$ cat config.mk
export PLATFORM = sky130hd
export DESIGN_NAME = sync_varint_length_deframer_flat
export DESIGN_NICKNAME = d
export VERILOG_FILES = /design/src/rtl/svld_pkg.sv /design/src/rtl/svld_if.sv /design/src/rtl/svld_in_stage.sv /design/src/rtl/svld_deframe.sv /design/src/rtl/sync_varint_length_deframer.sv /design/src/flat_wrapper.sv
export SDC_FILE = /design/constraint.sdc
export NUM_CORES = 1
export LEC_CHECK = 0
export ABC_AREA = 0
export BUFFER_PORTS_ARGS = -buffer_cell sky130_fd_sc_hd__clkbuf_2
export CORE_UTILIZATION = 30
export DETAILED_ROUTE_END_ITERATION = 12
export GPL_TIMING_DRIVEN = 1
export PLACE_DENSITY = 0.55
export SETUP_SLACK_MARGIN = 0.1
export SLEW_MARGIN = 20
export SYNTH_ARGS = -nofsm -noshare
export SYNTH_HDL_FRONTEND = slang
export SYNTH_SLANG_ARGS = --single-unit
$ cat constraint.sdc
create_clock -name clk_i -period 8.5 [get_ports clk_i]
set_clock_uncertainty 0.05 [all_clocks]
set_input_delay 0.425 -clock clk_i [delete_from_list [all_inputs] [get_ports clk_i]]
set_output_delay 0.425 -clock clk_i [all_outputs]
set_load 0.02 [all_outputs]
$ cat src/rtl/svld_pkg.sv
// Shared types and constants for the sync/varint-length deframer.
// No dependencies; every other file in rtl/ imports this package.
`default_nettype none

package svld_pkg;

  localparam logic [7:0] SYNC_RESET      = 8'hAA;
  localparam int         MAX_LEN_BYTES_D = 2;
  localparam int         BYTE_W          = 8;
  localparam int         CNT_W           = 32;

  // The fourth code is unused and behaves as hunting.
  typedef enum logic [1:0] {
    PH_HUNT = 2'd0,
    PH_LEN  = 2'd1,
    PH_PAY  = 2'd2
  } phase_e;

  // Request held in the input register.
  typedef struct packed {
    logic              vld;
    logic [BYTE_W-1:0] data;
  } s1_t;

endpackage

`default_nettype wire

$ cat src/rtl/svld_if.sv
// Valid/ready channel interfaces for the deframer: received bytes in, results out.
// Depends on svld_pkg for field widths.
`default_nettype none

interface svld_byte_if
  import svld_pkg::*;
  ();
  logic              valid;
  logic              ready;
  logic [BYTE_W-1:0] in_byte;

  modport source (output valid, output in_byte, input ready);
  modport sink   (input valid, input in_byte, output ready);
endinterface

interface svld_res_if
  import svld_pkg::*;
  ();
  logic              valid;
  logic              ready;
  logic [BYTE_W-1:0] payload_byte;
  logic              first_of_packet;
  logic              last_of_packet;
  logic              empty_packet;
  logic [CNT_W-1:0]  packets_seen;
  logic [CNT_W-1:0]  bytes_dropped;

  modport source (output valid, output payload_byte, output first_of_packet,
                  output last_of_packet, output empty_packet, output packets_seen,
                  output bytes_dropped, input ready);
  modport sink   (input valid, input payload_byte, input first_of_packet,
                  input last_of_packet, input empty_packet, input packets_seen,
                  input bytes_dropped, output ready);
endinterface

`default_nettype wire

$ cat src/rtl/svld_in_stage.sv
// Input register of the deframer: captures one received byte per request.
// Depends on svld_pkg and svld_if.
`default_nettype none

module svld_in_stage
  import svld_pkg::*;
(
  input  wire logic  clk_i,
  input  wire logic  rst_ni,
  svld_byte_if.sink  rx_i,
  input  wire logic  adv_i,
  output s1_t        s1_o
);

  logic              vld_q, vld_d;
  logic [BYTE_W-1:0] data_q;
  logic              take;

  // Accept when empty or when the held byte moves on this cycle.
  assign rx_i.ready = !vld_q || adv_i;
  assign take       = rx_i.valid && rx_i.ready;

  always_comb begin
    vld_d = vld_q;
    if (take) begin
      vld_d = 1'b1;
    end else if (adv_i) begin
      vld_d = 1'b0;
    end
  end

  always_ff @(posedge clk_i or negedge rst_ni) begin
    if (!rst_ni) begin
      vld_q <= 1'b0;
    end else begin
      vld_q <= vld_d;
    end
  end

  always_ff @(posedge clk_i) begin
    if (take) begin
      data_q <= rx_i.in_byte;
    end
  end

  assign s1_o.vld  = vld_q;
  assign s1_o.data = data_q;

endmodule

`default_nettype wire

$ cat src/rtl/svld_deframe.sv
// Deframing state update and result register: sync hunt, LEB128 length, payload pass.
// Depends on svld_pkg and svld_if.
`default_nettype none

module svld_deframe
  import svld_pkg::*;
#(
  parameter int MAX_LENGTH_BYTES = MAX_LEN_BYTES_D
)(
  input  wire logic              clk_i,
  input  wire logic              rst_ni,
  input  wire logic              cfg_we_i,
  input  wire logic [BYTE_W-1:0] cfg_wdata_i,
  input  s1_t                    s1_i,
  output logic                   adv_o,
  svld_res_if.source             res_o
);

  localparam int LenW = 7 * MAX_LENGTH_BYTES;
  localparam int TkW  = (MAX_LENGTH_BYTES > 1) ? $clog2(MAX_LENGTH_BYTES) : 1;
  localparam logic [TkW-1:0] TkLast = TkW'(MAX_LENGTH_BYTES - 1);

  logic [BYTE_W-1:0] sync_q;
  phase_e            phase_q, phase_d;
  logic [LenW-1:0]   len_q, len_d;
  logic [TkW-1:0]    taken_q, taken_d;
  logic [LenW-1:0]   rem_q, rem_d;
  logic              first_q, first_d;
  logic [CNT_W-1:0]  pkt_q, pkt_d;
  logic [CNT_W-1:0]  drop_q, drop_d;

  logic              out_vld_q, out_vld_d;
  logic              emit;
  logic [BYTE_W-1:0] e_byte;
  logic              e_first, e_last, e_empty;

  logic [LenW-1:0]   len_new;
  logic [LenW-1:0]   rem_dec;
  logic              fire;
  logic [BYTE_W-1:0] b;

  // Advance the input register when the result slot is free or being taken.
  assign adv_o = !out_vld_q || res_o.ready;
  assign fire  = s1_i.vld && adv_o;
  assign b     = s1_i.data;

  assign len_new = len_q | (LenW'(b[6:0]) << (taken_q * 7));
  assign rem_dec = (rem_q != '0) ? rem_q - LenW'(1) : rem_q;

  always_comb begin
    phase_d = phase_q;
    len_d   = len_q;
    taken_d = taken_q;
    rem_d   = rem_q;
    first_d = first_q;
    pkt_d   = pkt_q;
    drop_d  = drop_q;
    emit    = 1'b0;
    e_byte  = '0;
    e_first = 1'b0;
    e_last  = 1'b0;
    e_empty = 1'b0;
    if (fire) begin
      case (phase_q)
        PH_LEN: begin
          if (!b[7]) begin
            if (len_new == '0) begin
              pkt_d   = pkt_q + CNT_W'(1);
              phase_d = PH_HUNT;
              emit    = 1'b1;
              e_last  = 1'b1;
              e_empty = 1'b1;
            end else begin
              rem_d   = len_new;
              first_d = 1'b1;
              phase_d = PH_PAY;
            end
          end else if (taken_q == TkLast) begin
            // Length field too long: count one drop, hunt again.
            drop_d  = drop_q + CNT_W'(1);
            phase_d = PH_HUNT;
          end else begin
            len_d   = len_new;
            taken_d = taken_q + TkW'(1);
          end
        end
        PH_PAY: begin
          first_d = 1'b0;
          rem_d   = rem_dec;
          emit    = 1'b1;
          e_byte  = b;
          e_first = first_q;
          e_last  = (rem_dec == '0);
          if (rem_dec == '0) begin
            pkt_d   = pkt_q + CNT_W'(1);
            phase_d = PH_HUNT;
          end
        end
        default: begin
          if (b == sync_q) begin
            len_d   = '0;
            taken_d = '0;
            phase_d = PH_LEN;
          end else begin
            drop_d  = drop_q + CNT_W'(1);
            phase_d = PH_HUNT;
          end
        end
      endcase
    end
  end

  always_comb begin
    out_vld_d = out_vld_q;
    if (fire) begin
      out_vld_d = emit;
    end else if (res_o.ready) begin
      out_vld_d = 1'b0;
    end
  end

  always_ff @(posedge clk_i or negedge rst_ni) begin
    if (!rst_ni) begin
      sync_q    <= SYNC_RESET;
      phase_q   <= PH_HUNT;
      len_q     <= '0;
      taken_q   <= '0;
      rem_q     <= '0;
      first_q   <= 1'b0;
      pkt_q     <= '0;
      drop_q    <= '0;
      out_vld_q <= 1'b0;
    end else begin
      if (cfg_we_i) begin
        sync_q <= cfg_wdata_i;
      end
      phase_q   <= phase_d;
      len_q     <= len_d;
      taken_q   <= taken_d;
      rem_q     <= rem_d;
      first_q   <= first_d;
      pkt_q     <= pkt_d;
      drop_q    <= drop_d;
      out_vld_q <= out_vld_d;
    end
  end

  always_ff @(posedge clk_i) begin
    if (fire && emit) begin
      res_o.payload_byte    <= e_byte;
      res_o.first_of_packet <= e_first;
      res_o.last_of_packet  <= e_last;
      res_o.empty_packet    <= e_empty;
      res_o.packets_seen    <= pkt_d;
      res_o.bytes_dropped   <= drop_d;
    end
  end

  assign res_o.valid = out_vld_q;

  a_empty_shape: assert property (@(posedge clk_i) disable iff (!rst_ni)
    out_vld_q && res_o.empty_packet |->
      res_o.last_of_packet && !res_o.first_of_packet && res_o.payload_byte == '0)
    else $error("empty packet result malformed");

  a_pay_rem: assert property (@(posedge clk_i) disable iff (!rst_ni)
    phase_q == PH_PAY |-> rem_q != '0)
    else $error("payload phase with no bytes remaining");

  a_cnt_match: assert property (@(posedge clk_i) disable iff (!rst_ni)
    out_vld_q |-> res_o.packets_seen == pkt_q && res_o.bytes_dropped == drop_q)
    else $error("held result counters disagree with state");

  a_hold_s1: assert property (@(posedge clk_i) disable iff (!rst_ni)
    s1_i.vld && !adv_o |=> s1_i.vld && $stable(s1_i.data))
    else $error("stalled input register lost its byte");

endmodule

`default_nettype wire

$ cat src/rtl/sync_varint_length_deframer.sv
// Channel   Dir  Payload                                          Handshake
// rx_i      in   in_byte[7:0]                                     valid/ready
// res_o     out  payload_byte, first/last/empty, packets_seen,    valid/ready
//                bytes_dropped
// cfg       in   cfg_wdata_i[7:0] (sync value)                    cfg_we_i, no wait
//
// One byte is accepted per cycle while res_o is not stalled. A byte passes the input
// register and then the result register before its result, if any, is valid on res_o;
// the state update between the two is combinational. A stalled result holds; the input
// register accepts a byte while it is empty or while the result slot is free or being taken.
// Reset returns to hunting with sync value 0xAA and both counters at zero.
//
// Top level of the deframer. Depends on svld_pkg, svld_if, svld_in_stage, svld_deframe.
`default_nettype none

module sync_varint_length_deframer
  import svld_pkg::*;
#(
  parameter int MAX_LENGTH_BYTES = MAX_LEN_BYTES_D
)(
  input  wire logic              clk_i,
  input  wire logic              rst_ni,
  input  wire logic              cfg_we_i,
  input  wire logic [BYTE_W-1:0] cfg_wdata_i,
  svld_byte_if.sink              rx_i,
  svld_res_if.source             res_o
);

  s1_t  s1;
  logic adv;

  svld_in_stage u_in (
    .clk_i  (clk_i),
    .rst_ni (rst_ni),
    .rx_i   (rx_i),
    .adv_i  (adv),
    .s1_o   (s1)
  );

  svld_deframe #(
    .MAX_LENGTH_BYTES (MAX_LENGTH_BYTES)
  ) u_deframe (
    .clk_i       (clk_i),
    .rst_ni      (rst_ni),
    .cfg_we_i    (cfg_we_i),
    .cfg_wdata_i (cfg_wdata_i),
    .s1_i        (s1),
    .adv_o       (adv),
    .res_o       (res_o)
  );

endmodule

`default_nettype wire

$ cat src/flat_wrapper.sv
// flat-port wrapper written by rule: the top's interface ports become plain ports
module sync_varint_length_deframer_flat import svld_pkg::*;
#(
  parameter int MAX_LENGTH_BYTES = MAX_LEN_BYTES_D
)
  (clk_i, rst_ni, cfg_we_i, cfg_wdata_i, rx_i_valid, rx_i_in_byte, rx_i_ready, res_o_valid, res_o_payload_byte, res_o_first_of_packet, res_o_last_of_packet, res_o_empty_packet, res_o_packets_seen, res_o_bytes_dropped, res_o_ready);
  svld_byte_if rx_i_i ();
  svld_res_if res_o_i ();
  input  wire logic clk_i;
  input  wire logic rst_ni;
  input  wire logic cfg_we_i;
  input  wire logic [BYTE_W-1:0] cfg_wdata_i;
  input wire logic [$bits(rx_i_i.valid)-1:0] rx_i_valid;
  input wire logic [$bits(rx_i_i.in_byte)-1:0] rx_i_in_byte;
  output wire logic [$bits(rx_i_i.ready)-1:0] rx_i_ready;
  output wire logic [$bits(res_o_i.valid)-1:0] res_o_valid;
  output wire logic [$bits(res_o_i.payload_byte)-1:0] res_o_payload_byte;
  output wire logic [$bits(res_o_i.first_of_packet)-1:0] res_o_first_of_packet;
  output wire logic [$bits(res_o_i.last_of_packet)-1:0] res_o_last_of_packet;
  output wire logic [$bits(res_o_i.empty_packet)-1:0] res_o_empty_packet;
  output wire logic [$bits(res_o_i.packets_seen)-1:0] res_o_packets_seen;
  output wire logic [$bits(res_o_i.bytes_dropped)-1:0] res_o_bytes_dropped;
  input wire logic [$bits(res_o_i.ready)-1:0] res_o_ready;
  assign rx_i_i.valid = rx_i_valid;
  assign rx_i_i.in_byte = rx_i_in_byte;
  assign rx_i_ready = rx_i_i.ready;
  assign res_o_valid = res_o_i.valid;
  assign res_o_payload_byte = res_o_i.payload_byte;
  assign res_o_first_of_packet = res_o_i.first_of_packet;
  assign res_o_last_of_packet = res_o_i.last_of_packet;
  assign res_o_empty_packet = res_o_i.empty_packet;
  assign res_o_packets_seen = res_o_i.packets_seen;
  assign res_o_bytes_dropped = res_o_i.bytes_dropped;
  assign res_o_i.ready = res_o_ready;
  sync_varint_length_deframer #(.MAX_LENGTH_BYTES(MAX_LENGTH_BYTES)) u_core (.clk_i(clk_i), .rst_ni(rst_ni), .cfg_we_i(cfg_we_i), .cfg_wdata_i(cfg_wdata_i), .rx_i(rx_i_i), .res_o(res_o_i));
endmodule
==> key figures <==
Global route
  • Initial antenna violation count: 0
  • First-pass GRT wire length: approximately 42000 µm
  • Tot GR Track Use: 0.163
  • Pin count of the biggest net entering global routing: 77
  • Vias in the first global route: about 7600
  • Total gr overflow: 0

CTS
  • CTS tree: built
  • Htree depth: 4
  • Clk sinks: between 150 and 200
  • Total CTS buffers: 17
  • Hold_buf cts: 1
  • Clock root buffer: clkbuf_16
  • Longest Clk Path Bufs: 2
  • Clk_lat worst skew: approximately 0.45 ns
  • Setup Buffers After CTS: 0
  • Post-cts sizing count: 0
  • Clock Pin Slew Worst Setup and Hold Paths: about 0.070 ns

Final layout
  • Ant. Diodes: 0
  • Layout cell share with drive strength beyond 1: 0.171
  • Final Non-Filler Cells: 1471
  • Final core utilization: 0.352
  • Nets: 1050
  • Layout overhead on the synthesized area: 14.9%

Synth
  • Async set-reset flop share out of synthesis: 0.561
  • Syn Std Cell Area: 0.00975 mm²
  • Post-Syn Nets: 985
  • Synth Instances: approximately 960
  • Synth Flop Type: dfrtp_1
  • Sequential area share after synthesis: 0.528
  • Flops & latches, synth: 189
  • Post-synth EDFFs: a little over 80
  • Synth cell types: slightly above 80
  • Synth Warn #: 0
  • Mean Syn Cell Area: 10.2 µm²

Routing
  • DRC: 0
  • Drt pass-1 iters: 5
  • Iter 0 DRT Violations: 626
  • Via count: 7988
  • Via-to-Cell Ratio: 5.43
  • Drt total wl: around 27000 µm
  • Routed Antenna Nets: 0
  • DR WL/cell: 18.3 µm

Pwr
  • Static leakage: 4.50 nW
  • Clock share of power: 0.381
  • NetSw: 0.579 mW
  • VDD IR-drop max: roughly 0.000086 V
  • PwrDens: between 150 and 200 mW/mm²
  • Total power: 2.08 mW
  • Cell-internal power: 1.50 mW
  • Switch share: 0.278
  • Share of power burned in registers: 0.506
  • Comb pwr share: 0.113

Critical path
  • WP depth: 9
  • Worst reg2reg startpoint: u_core.u_deframe.rem_q[0]
  • CP peak stage delay: between 0.7 and 0.8 ns
  • Buf/Inv on CP: 1
  • Critical Path RT: 8.73 ns
  • Slowest cell on the critical path: o31ai_2
  • FF-to-FF setup slack: around 4.7 ns
  • Crit-path cells: inv_1 -> ha_1 -> or3b_1 -> or4b_1 -> a2111o_1 -> o31a_1 -> o31ai_2 -> o21ai_0 -> a21oi_1
  • CP endpoint: u_core.u_deframe.res_o.packets_seen[12]
  • Worst-path fanout max: 8
  • Reg2reg path depth: 9
  • Crit path kind: reg2reg
  • Reg2Reg Capture Point: u_core.u_deframe.res_o.packets_seen[12]
  • Crit path launch: u_core.u_deframe.rem_q[0]
  • Startpoint Class: flop
  • Worst setup EP type: flop
  • Crit path max-delay family: compound AO/OA/AOI/OAI gates
  • Critical Path AT: 4.04 ns

Timing
  • Slew @ Worst Pin: 1.17 ns
  • Total negative slack: 0 ns
  • PnR worst setup slack: 4.69 ns
  • RSZ-0062 raised after global routing: no
  • FMAX: 262 MHz
  • Endpoints failing setup: 0
  • Endpoints failing hold: 0
  • Tcrit/Tclk final: 0.449
  • Final Critical Period: 3.81 ns
  • Slew Viols, Final: 0
  • Slew HR: 0.219

Floorplanning
  • Die W: 182 µm
  • Core Box Area: 0.0318 mm²
  • Starting density of the core: 0.307
  • Die Ht: 182 µm
  • IO Pins: 98
  • Site row count: 65
  • Die Area: ~0.033 mm²

Min path
  • Min-delay worst type: in2reg
  • Worst Hold Launch: rx_i_in_byte[5]

Place
  • Number of port buffers: between 90 and 100
  • Placer Congestion: 0.854
  • Detailed Place HPWL: 17900 µm
  • DP Worst Slack: 4.81 ns
  • Placed instance count: 1438

Status
  • Status: complete, no violations

Flow run
  • Max-cap violations: 0
-- routing by layer --
layer / vias to the layer above / track usage / share of wire
li1: 3786 / - / -
met1: 3929 / 0.229 / 0.48
met2: 237 / 0.254 / 0.46
met3: 36 / 0.0281 / 0.045
met4: 0 / 0.0565 / 0.018
met5: - / 0 / 0
-- through the flow --
stage | hold slack (ns) | cell area (µm²)
after global placement | 0.426 | 10600
after CTS | 0.0785 | 11200
final | 0.0982 | 11200
after global routing | 0.0824 | 11200
after detailed placement | 0.436 | 10600
after floorplan | 0.0794 | 9750
-- cell type report --
type,instances,area [µm²]
multi-input combinational,683,4270
clock inverter,11,97.6
clock buffer,21,482
timing repair buffer,108,573
inverter,24,90.1
sequential,189,5150
fill,3210,20600
tap,435,544
-- power groups by stage --
stage	clock (mW)	combinational [mW]	sequential, mW
floorplan	0	0.183	1.04
global placement	0	0.232	1.07
detailed placement	0	0.233	1.07
CTS	0.813	0.235	1.05
global route	0.840	0.260	1.06
finish	0.792	0.235	1.05
-- cells in the final DEF, fill, tap and decap left out, types with 7 or more instances in the layout --
cell       instances
nor4_1            15
a21oi_1           45
or4_1              8
and2_1            15
nor2_1            90
xor2_1            20
xnor2_1            8
mux2_2            10
buf_4             11
o311a_1           13
edfxtp_1          83
a31oi_1           42
nand4_1           19
mux2i_1            7
nor3_1            34
nand3_1           33
o21ai_0           52
a221oi_1          19
a22o_1            11
clkbuf_16         18
a211oi_1          15
nand2_1           76
a21o_1             7
inv_1             21
dfrtp_1          102
clkbuf_2          96
o31ai_1           11
and3_1            28
-- state kept, by name (all words and copies together), names as in the netlist, 2 cells and up --
register                              count
u_core.u_deframe.drop_q                  32
u_core.u_deframe.len_q                   14
u_core.u_deframe.phase_q                  2
u_core.u_deframe.pkt_q                   32
u_core.u_deframe.rem_q                   14
u_core.u_deframe.res_o.bytes_dropped     32
u_core.u_deframe.res_o.packets_seen      32
u_core.u_deframe.res_o.payload_byte       8
u_core.u_deframe.sync_q                   8
u_core.u_in.data_q                        8
-- cells by family (layout without fill, tap and decap cells) --
logic type,Yosys count,in the layout,synth area share
AOI/OAI and AO/OA,269,269,0.192
xor gates and xnor gates,28,28,0.0252
adders and majority gates,6,6,0.00770
buffers and inverters,86,164,0.0355
DFF,189,189,0.528
muxes,19,19,0.0222
and+or+nand+nor,361,361,0.189
-- how the worst min path moves through the flow --
| stage | slack, ns | to | depth (start not counted) |
|---|---|---|---|
| global route | 0.08 | u_core.u_in.data_q[7] | 1 |
| global placement | 0.43 | u_core.u_deframe.pkt_q[31] | 1 |
| CTS | 0.08 | u_core.u_in.data_q[5] | 1 |
| finish | 0.1 | u_core.u_in.data_q[5] | 1 |
| detailed placement | 0.44 | u_core.u_deframe.pkt_q[31] | 1 |
| floorplan | 0.08 | u_core.u_deframe.drop_q[0] | 0 |
-- cell usage after synthesis (19+ instances only) --
cell | count | area, µm²
dfrtp_1 | 102 | 2550
nor2_1 | 91 | 342
edfxtp_1 | 83 | 2490
nand2_1 | 76 | 285
clkbuf_1 | 53 | 199
o21ai_0 | 52 | 260
a21oi_1 | 46 | 230
a31oi_1 | 42 | 263
nor3_1 | 34 | 170
nand3_1 | 33 | 165
and3_1 | 28 | 175
inv_1 | 21 | 78.8
xor2_1 | 20 | 175
a221oi_1 | 19 | 166
nand4_1 | 19 | 119
Power figures use the tool's default switching activity.
